## config.mk

```make
export PLATFORM = sky130hd
export DESIGN_NAME = gpio_port_with_config_lock
export DESIGN_NICKNAME = d
export VERILOG_FILES = /design/src/rtl/core/gpl_pkg.sv /design/src/rtl/core/gpl_regfile.sv /design/src/rtl/core/gpio_port_with_config_lock.sv
export SDC_FILE = /design/constraint.sdc
export NUM_CORES = 1
export LEC_CHECK = 0
export BUFFER_PORTS_ARGS = -buffer_cell sky130_fd_sc_hd__clkbuf_2
export CAP_MARGIN = 20
export CELL_PAD_IN_SITES_DETAIL_PLACEMENT = 0
export CELL_PAD_IN_SITES_GLOBAL_PLACEMENT = 1
export CORE_MARGIN = 5
export CORE_UTILIZATION = 40
export DETAILED_ROUTE_END_ITERATION = 12
export GPL_TIMING_DRIVEN = 0
export MAX_ROUTING_LAYER = met4
export PLACE_DENSITY_LB_ADDON = 0.3
export SETUP_SLACK_MARGIN = 0.1
export SLEW_MARGIN = 20
export SYNTH_ARGS = -nofsm -noshare
export SYNTH_HDL_FRONTEND = slang
export SYNTH_SLANG_ARGS = --single-unit
```

## constraint.sdc

```tcl
create_clock -name i_clk -period 8.5 [get_ports i_clk]
set_input_delay 0.425 -clock i_clk [delete_from_list [all_inputs] [get_ports i_clk]]
set_output_delay 0.425 -clock i_clk [all_outputs]
set_load 0.005 [all_outputs]
```

## src/rtl/core/gpl_pkg.sv

```systemverilog
`timescale 1ns / 1ps

package gpl_pkg;

    localparam int unsigned DATA_W  = 32;
    localparam int unsigned PINS    = 16;
    localparam int unsigned IDX_W   = 3;
    localparam int unsigned NIB_W   = 4;
    localparam int unsigned HALF    = PINS / 2;
    localparam int unsigned KEY_BIT = PINS;

    localparam logic [DATA_W-1:0] CFG_RESET = 32'h4444_4444;
    localparam logic [NIB_W-1:0]  NIBBLE    = 4'hF;

    localparam logic OP_READ  = 1'b0;
    localparam logic OP_WRITE = 1'b1;

    localparam logic [IDX_W-1:0] REG_CFG_LOW   = 3'd0;
    localparam logic [IDX_W-1:0] REG_CFG_HIGH  = 3'd1;
    localparam logic [IDX_W-1:0] REG_INPUT     = 3'd2;
    localparam logic [IDX_W-1:0] REG_OUTPUT    = 3'd3;
    localparam logic [IDX_W-1:0] REG_SET_RESET = 3'd4;
    localparam logic [IDX_W-1:0] REG_RESET     = 3'd5;
    localparam logic [IDX_W-1:0] REG_LOCK      = 3'd6;

    localparam logic [1:0] STG_IDLE = 2'd0;
    localparam logic [1:0] STG_ONE  = 2'd1;
    localparam logic [1:0] STG_TWO  = 2'd2;

    typedef struct packed {
        logic              op;
        logic [IDX_W-1:0]  reg_index;
        logic [DATA_W-1:0] write_data;
        logic [PINS-1:0]   pin_levels;
    } t_access;

    typedef struct packed {
        logic [DATA_W-1:0] read_data;
        logic              lock_active;
    } t_result;

    // one nibble per locked pin of a half port
    function automatic logic [DATA_W-1:0] frozen_mask(input logic [HALF-1:0] locked);
        logic [DATA_W-1:0] m;
        m = '0;
        for (int i = 0; i < HALF; i++) begin
            if (locked[i]) begin
                m[i*NIB_W +: NIB_W] = NIBBLE;
            end
        end
        return m;
    endfunction

endpackage

```

## src/rtl/core/gpl_regfile.sv

```systemverilog
`timescale 1ns / 1ps

module gpl_regfile
    import gpl_pkg::*;
(
    input  logic    i_clk,
    input  logic    i_rst_n,
    input  logic    i_fire,
    input  t_access i_acc,
    output t_result o_res
);

    logic [DATA_W-1:0] r_cfg_low,  n_cfg_low;
    logic [DATA_W-1:0] r_cfg_high, n_cfg_high;
    logic [PINS-1:0]   r_out_bits, n_out_bits;
    logic [PINS-1:0]   r_lock_bits, n_lock_bits;
    logic              r_lock_key, n_lock_key;
    logic [1:0]        r_stage, n_stage;

    logic [DATA_W-1:0] rd;
    logic [DATA_W-1:0] m_low;
    logic [DATA_W-1:0] m_high;
    logic [PINS-1:0]   wd_lo;
    logic [PINS-1:0]   wd_hi;
    logic              key;
    logic              same;

    assign wd_lo  = i_acc.write_data[PINS-1:0];
    assign wd_hi  = i_acc.write_data[DATA_W-1:PINS];
    assign key    = i_acc.write_data[KEY_BIT];
    assign same   = (wd_lo == r_lock_bits);
    assign m_low  = r_lock_key ? frozen_mask(r_lock_bits[HALF-1:0]) : '0;
    assign m_high = r_lock_key ? frozen_mask(r_lock_bits[PINS-1:HALF]) : '0;

    always_comb begin
        n_cfg_low   = r_cfg_low;
        n_cfg_high  = r_cfg_high;
        n_out_bits  = r_out_bits;
        n_lock_bits = r_lock_bits;
        n_lock_key  = r_lock_key;
        n_stage     = r_stage;
        rd          = '0;
        if (i_acc.op == OP_READ) begin
            unique case (i_acc.reg_index)
                REG_CFG_LOW:  rd = r_cfg_low;
                REG_CFG_HIGH: rd = r_cfg_high;
                REG_INPUT:    rd = {{(DATA_W-PINS){1'b0}}, i_acc.pin_levels};
                REG_OUTPUT:   rd = {{(DATA_W-PINS){1'b0}}, r_out_bits};
                REG_LOCK:     rd = {{(DATA_W-PINS-1){1'b0}}, r_lock_key, r_lock_bits};
                default:      rd = '0;
            endcase
        end else begin
            unique case (i_acc.reg_index)
                REG_CFG_LOW:   n_cfg_low  = (r_cfg_low & m_low) | (i_acc.write_data & ~m_low);
                REG_CFG_HIGH:  n_cfg_high = (r_cfg_high & m_high)
                                          | (i_acc.write_data & ~m_high);
                REG_OUTPUT:    n_out_bits = wd_lo;
                REG_SET_RESET: n_out_bits = (r_out_bits & ~wd_hi) | wd_lo;
                REG_RESET:     n_out_bits = r_out_bits & ~wd_lo;
                REG_LOCK: begin
                    if (!r_lock_key) begin
                        n_lock_bits = wd_lo;
                        priority if (r_stage == STG_ONE && !key && same) begin
                            n_stage = STG_TWO;
                        end else if (r_stage == STG_TWO && key && same) begin
                            n_lock_key = 1'b1;
                            n_stage    = STG_IDLE;
                        end else begin
                            n_stage = key ? STG_ONE : STG_IDLE;
                        end
                    end
                end
                default: ;
            endcase
        end
    end

    always_ff @(posedge i_clk) begin
        if (!i_rst_n) begin
            r_cfg_low   <= CFG_RESET;
            r_cfg_high  <= CFG_RESET;
            r_out_bits  <= '0;
            r_lock_bits <= '0;
            r_lock_key  <= 1'b0;
            r_stage     <= STG_IDLE;
        end else if (i_fire) begin
            r_cfg_low   <= n_cfg_low;
            r_cfg_high  <= n_cfg_high;
            r_out_bits  <= n_out_bits;
            r_lock_bits <= n_lock_bits;
            r_lock_key  <= n_lock_key;
            r_stage     <= n_stage;
        end
    end

    assign o_res.read_data   = rd;
    assign o_res.lock_active = n_lock_key;

endmodule

```

## src/rtl/core/gpio_port_with_config_lock.sv

```systemverilog
`timescale 1ns / 1ps

// 16-pin GPIO port with a configuration lock. Each input word is one bus access
// (read or write of a register index) and yields one result word. One access is
// taken per clock while o_stall is low; each access passes through the input
// register and then the result register, with the register file updated as a word
// moves between them. Lock arms after writes of key 1, 0, 1 with equal pin bits and
// holds until reset.
module gpio_port_with_config_lock
    import gpl_pkg::*;
(
    input  logic              i_clk,
    input  logic              i_rst_n,
    input  logic              i_valid,
    output logic              o_stall,
    input  logic              i_op,
    input  logic [IDX_W-1:0]  i_reg_index,
    input  logic [DATA_W-1:0] i_write_data,
    input  logic [PINS-1:0]   i_pin_levels,
    output logic              o_valid,
    input  logic              i_stall,
    output logic [DATA_W-1:0] o_read_data,
    output logic              o_lock_active
);

    logic    r_in_valid;
    t_access r_in;
    logic    r_out_valid;
    t_result r_out;
    t_result res;
    logic    out_free;
    logic    fire;

    assign out_free = !r_out_valid || !i_stall;
    assign fire     = r_in_valid && out_free;
    assign o_stall  = r_in_valid && !out_free;

    gpl_regfile u_regfile (
        .i_clk   (i_clk),
        .i_rst_n (i_rst_n),
        .i_fire  (fire),
        .i_acc   (r_in),
        .o_res   (res)
    );

    always_ff @(posedge i_clk) begin
        if (!i_rst_n) begin
            r_in_valid <= 1'b0;
        end else if (!o_stall) begin
            r_in_valid <= i_valid;
        end
    end

    always_ff @(posedge i_clk) begin
        if (!o_stall && i_valid) begin
            r_in.op         <= i_op;
            r_in.reg_index  <= i_reg_index;
            r_in.write_data <= i_write_data;
            r_in.pin_levels <= i_pin_levels;
        end
    end

    always_ff @(posedge i_clk) begin
        if (!i_rst_n) begin
            r_out_valid <= 1'b0;
        end else if (out_free) begin
            r_out_valid <= r_in_valid;
        end
    end

    always_ff @(posedge i_clk) begin
        if (fire) begin
            r_out <= res;
        end
    end

    assign o_valid       = r_out_valid;
    assign o_read_data   = r_out.read_data;
    assign o_lock_active = r_out.lock_active;

endmodule
```

; ---- Yosys cells after proc, flatten, opt, wreduce, memory -nomap -nowiden
; Index checks and enable logic that the tools add are counted.
[word_totals]
register_bits = 186
latchBits = 0
mem_bits_rw = 0
mem_bits_ro = 0
input_bits = 56
out_inout_bits = 35
n_memories = 0
[op_classes]
addsub = 0
mul = 0
div = 0
magnitude_cmp = 0
n_eq_ne = 9
shifts = 0
muxes = 28
bitwise_logic = 14
n_reduce_logical = 19
[ops]
columns = operator, count
row1 = $pmux 32 s5, 1
row2 = $and 32x32->32, 4
row3 = $mux 32, 2
row4 = $mux 4, 16
row5 = $not 32->32, 2
row6 = $or 32x32->32, 2
row7 = $pmux 16 s3, 1
row8 = $and 16x16->16, 2
row9 = $not 16->16, 2
row10 = $eq 16x16->1, 1
row11 = $or 16x16->16, 1
row12 = $eq 3x3->1 const B, 3
row13 = $reduce_and 3->1, 3
row14 = $logic_and 1x1->1, 7
row15 = $eq 3x2->1 const B, 2
row16 = $mux 1, 6
row17 = $logic_not 1->1, 5
row18 = $mux 2, 2
row19 = $reduce_and 4->1, 1
row20 = $eq 3x1->1 const B, 1
row21 = $logic_not 3->1, 1
row22 = $reduce_bool 3->1, 1
row23 = $eq 2x1->1 const B, 1
row24 = $eq 2x2->1 const B, 1
row25 = other kinds (2), 2

; ---- Longest topological paths before layout
[depth]
ltp_word = 8
depth_mapped = 8
ltp_nobuf = 4

; ---- By module
; From an unflattened synthesis, not the netlist that was laid out.
[unflattened]
cells_unflattened = 645
area_unflattened_um2 = 7858.8
[by_module_without_submodules]
columns = mod, instances, cells_per_inst, area_per_inst_um2, seq_area_each_um2
row1 = gpl_regfile, 1, 552, 5222.5, 1981.9
row2 = gpio_port_with_config_lock, 1, 93, 2636.3, 2592.5

; ---- Worst setup path after synthesis
; Ideal clock, no wire load.
[synth_path]
kind = input to register
start = in i_stall
end = reg r_in[0] in the netlist's numbering (enable)
setup_ns = 0.468
t_arrival_ns = 2.969
path_slack_ns = 5.063
path_stages = 2
cell_sequence = and3_1 > nor2b_1
[synth_between]
elab_chain_cells = 6
[synth_rtl]
columns = element, line
row1 = "start, declared", gpio_port_with_config_lock.sv:21  ; input logic i_stall,
row2 = $logic_not 1->1, gpio_port_with_config_lock.sv:34  ; assign out_free = !r_out_valid || !i_stall;
row3 = $logic_or 1x1->1, gpio_port_with_config_lock.sv:34
row4 = $logic_not 1->1, gpio_port_with_config_lock.sv:36  ; assign o_stall = r_in_valid && !out_free;
row5 = $logic_and 1x1->1, gpio_port_with_config_lock.sv:36
row6 = $logic_not 1->1, gpio_port_with_config_lock.sv:55  ; if (!o_stall && i_valid) begin
row7 = $logic_and 1x1->1, gpio_port_with_config_lock.sv:55
row8 = "end, declared", gpio_port_with_config_lock.sv:27  ; t_access r_in;
; No other way between the ends.
; A chain may end at the register's enable or synchronous reset.

==> run_results.csv <==
group,metric,value,unit
global_route,grt_max_degree,43,
clock_network,holdBufCountCts,0,
global_route,overflow,0,
synth,synth.net_count,710,
timing,fin_ws,5.504,ns
worst_hold_path,hold_depth,1,
timing,fin_crit_sh,35.25,%
detailed_routing,num_vias,5441,
global_route,grtUsageTotal,19.65,%
placement,place_hpwl,14640,um
floorplan,start_util,40.84,%
synth,yosys_most_used_dff,"dfxtp_1",
critical_path,cp-start-kind,"flip-flop",
finish,drive_gt1_share,18.40,%
synth,yosysSeqAreaShare,59.48,%
global_route,grt_first_pass_wirelength,31820,um
timing,maxSlewViolCount,0,
detailed_routing,drt_iter0_drc,404,
synth,syn_inst,654,
critical_path,path_buf_inv,2,
floorplan,die_y,148.7,um
worst_hold_path,hold_class,"input port to flip-flop",
synth,avgSynthCellArea,11.76,um^2
synth,synthArstFlopShare,0,%
timing,setup_viol_count_final,0,
synth,synth-edff-count,85,
global_route,antenna_found_initial,0,
timing,hold_viol,0,
synth,synthDistinctLibCells,40,
finish,layout.nets,820,
timing,fin_skew,0.01141,ns
detailed_routing,drt-total-wl,20540,um
clock_network,cts_tree,"yes",
clock_network,cts-root-buf,"clkbuf_16",
critical_path,path_common_cell,"buf_2",
timing,post-route-min-period,2.996,ns
floorplan,rows,50,
critical_path,cpLargestDelayFamily,"buffers and inverters",
finish,num-fill-cells,1747,
critical_path,cp-end-kind,"flip-flop",
timing,rsz0062_at_grt,"false",
power,ir_drop,0.1263,mV
critical_path,worstPathCellList,"a21boi_1 > buf_2 > buf_2 > nand4_1 > mux2i_1 > nand2_1",
synth,syn_area,7691,um^2
clock_network,cts_buffers,17,
floorplan,num_io_pins,91,
detailed_routing,final_antenna_net_count,0,
clock_network,htree_num_levels,4,
critical_path,cp.arrival,3.29,ns
flow_run,drv_cap,0,
detailed_routing,drc,0,
critical_path,worst-setup-path-type,"flip-flop to flip-flop",
critical_path,critPathRequiredTime,8.79,ns
finish,diodes,0,
floorplan,die-area,22100,um^2
detailed_routing,wl_per_cell,19.80,um
clock_network,clk_pin_slew,0.07,ns
placement,place_congestion,0.8865,
critical_path,cp.depth,6,
power,leakage,0.003806,uW
detailed_routing,vias_per_cell,5.247,
critical_path,cpPeakStageDelay,0.88,ns
global_route,grt_pass1_vias,5565,
synth,ys_warn_count,0,
timing,max_freq,0.3337,GHz
detailed_routing,first_pass_iters,5,
timing,slew_headroom,27.56,%
clock_network,clock_latency,0.44,ns
floorplan,die_x,148.7,um
power,power.density,208.5,nW/um^2
synth,synth-seq-cells,186,
placement,pre_cts_slack,5.331,ns
placement,io_buffers,90,
timing,worst_slew_pin_slew,1.087,ns
critical_path,rr_worst_depth,6,
floorplan,core,18830,um^2
clock_network,clkSinkCount,186,
clock_network,clockBufferDepth,2,
clock_network,cts_resized,0,
finish,area_delta_synth_final,18.22,%
run_status,status,"complete, no violations",
timing,fin_setup_tns,0,ns
clock_network,postCtsSetupRepairBufs,0,
critical_path,slowest_stage,"buf_2",
critical_path,cp_max_fo,42,
-- cell usage after synthesis (all sizes together), types with 2 or more instances --
cell type  number  share of area (%)
nand2b          2               0.16
a22oi          16                1.6
nor4            4               0.33
inv             2              0.098
buf            18                1.3
nand3           3               0.20
mux2i         111                 14
nand2          55                2.7
o21ai          17                1.1
clkbuf         21                1.0
nor2b          67                5.4
o22ai          16                1.3
nor2           34                1.7
and3b           2               0.23
dfxtp         101                 26
a21oi          34                2.2
a21boi         17                1.7
edfxtp         85                 33
xor2           16                1.8
nand4          18                1.5
-- cells by family after synthesis --
kind of cell	after synthesis	synth area share (%)
simple gates	192	13.05
compound gates	107	8.606
flops	186	59.48
xor+xnor	16	1.822
buf+inv	41	2.456
mux	112	14.59
-- path summary, 6_finish.rpt --
| check | startpoint | to | slack [ns] |
|---|---|---|---|
| worst max-delay path | r_in_valid$_SDFFE_PN0N_ | flip-flop | 5.50 |
| worst min-delay path | i_write_data[31] | r_in[47]$_DFFE_PP_ | 0.16 |
| worst max register to register | r_in_valid$_SDFFE_PN0N_ | flip-flop | 5.50 |
| worst min register to register | flip-flop | flip-flop | 0.48 |
-- cell type report --
cell class                 count  area, um^2  share of cell area (%)
buffer                        39       181.4                   1.995
clock buffer                  21       491.7                   5.408
clock inverter                11       106.4                   1.170
inverter                       2       7.507                 0.08257
multi-input combinational    427        2935                   32.28
sequential                   186        4574                   50.31
tap                          260       325.3                   3.578
timing repair buffer          91       470.5                   5.174
-- metrics by stage --
stage | instances | utilization [%] | area, um^2 | hold slack (ns) | power, uW
floorplan | 654 | - | 7691 | 0.4446 | 1057
global placement | 1004 | 44.96 | 8467 | 0.4547 | 1112
detailed placement | 1005 | 45.11 | 8494 | 0.4634 | 1114
CTS | 1037 | 48.29 | 9092 | 0.1432 | 1907
global route | 1037 | 48.29 | 9092 | 0.1445 | 1955
finish | 1037 | 48.29 | 9092 | 0.1591 | 1895
-- worst reg2reg max path, delay by kind of cell (launching register included) --
| family | cells | cell delay, ns |
|---|---|---|
| AOI/OAI and AO/OA | 1 | 0.36 |
| buffers and inverters | 2 | 1.19 |
| DFF | 1 | 0.34 |
| muxes | 1 | 0.29 |
| and+or+nand+nor | 2 | 0.68 |
-- layer usage --
layer / vias to the layer above / track usage, % / routed length (um)
met4: 0 / 6.374 / 411
met3: 27 / 3.565 / 1225
met5: - / - / 0
met1: 2636 / 26.59 / 9347
li1: 2575 / - / -
met2: 203 / 30.08 / 9552
-- power by group --
part           switching (uW)  internal [uW]
registers                24.1            964
clock network             352            449
logic                    63.2           42.6
-- layout by cell type, fill, tap and decap left out, drive strengths merged, types with 2 or more instances in the layout --
master,instances
nand3,3
and3b,2
clkbuf,132
o21ai,17
nor2b,67
nor2,34
a21oi,34
nand4,18
nand2b,2
nand2,55
a21boi,17
nor4,4
xor2,16
dfxtp,101
mux2i,111
edfxtp,85
a22oi,16
clkinv,6
buf,19
inv,6
o22ai,16
Note: power is estimated with default switching activity, not from simulation.
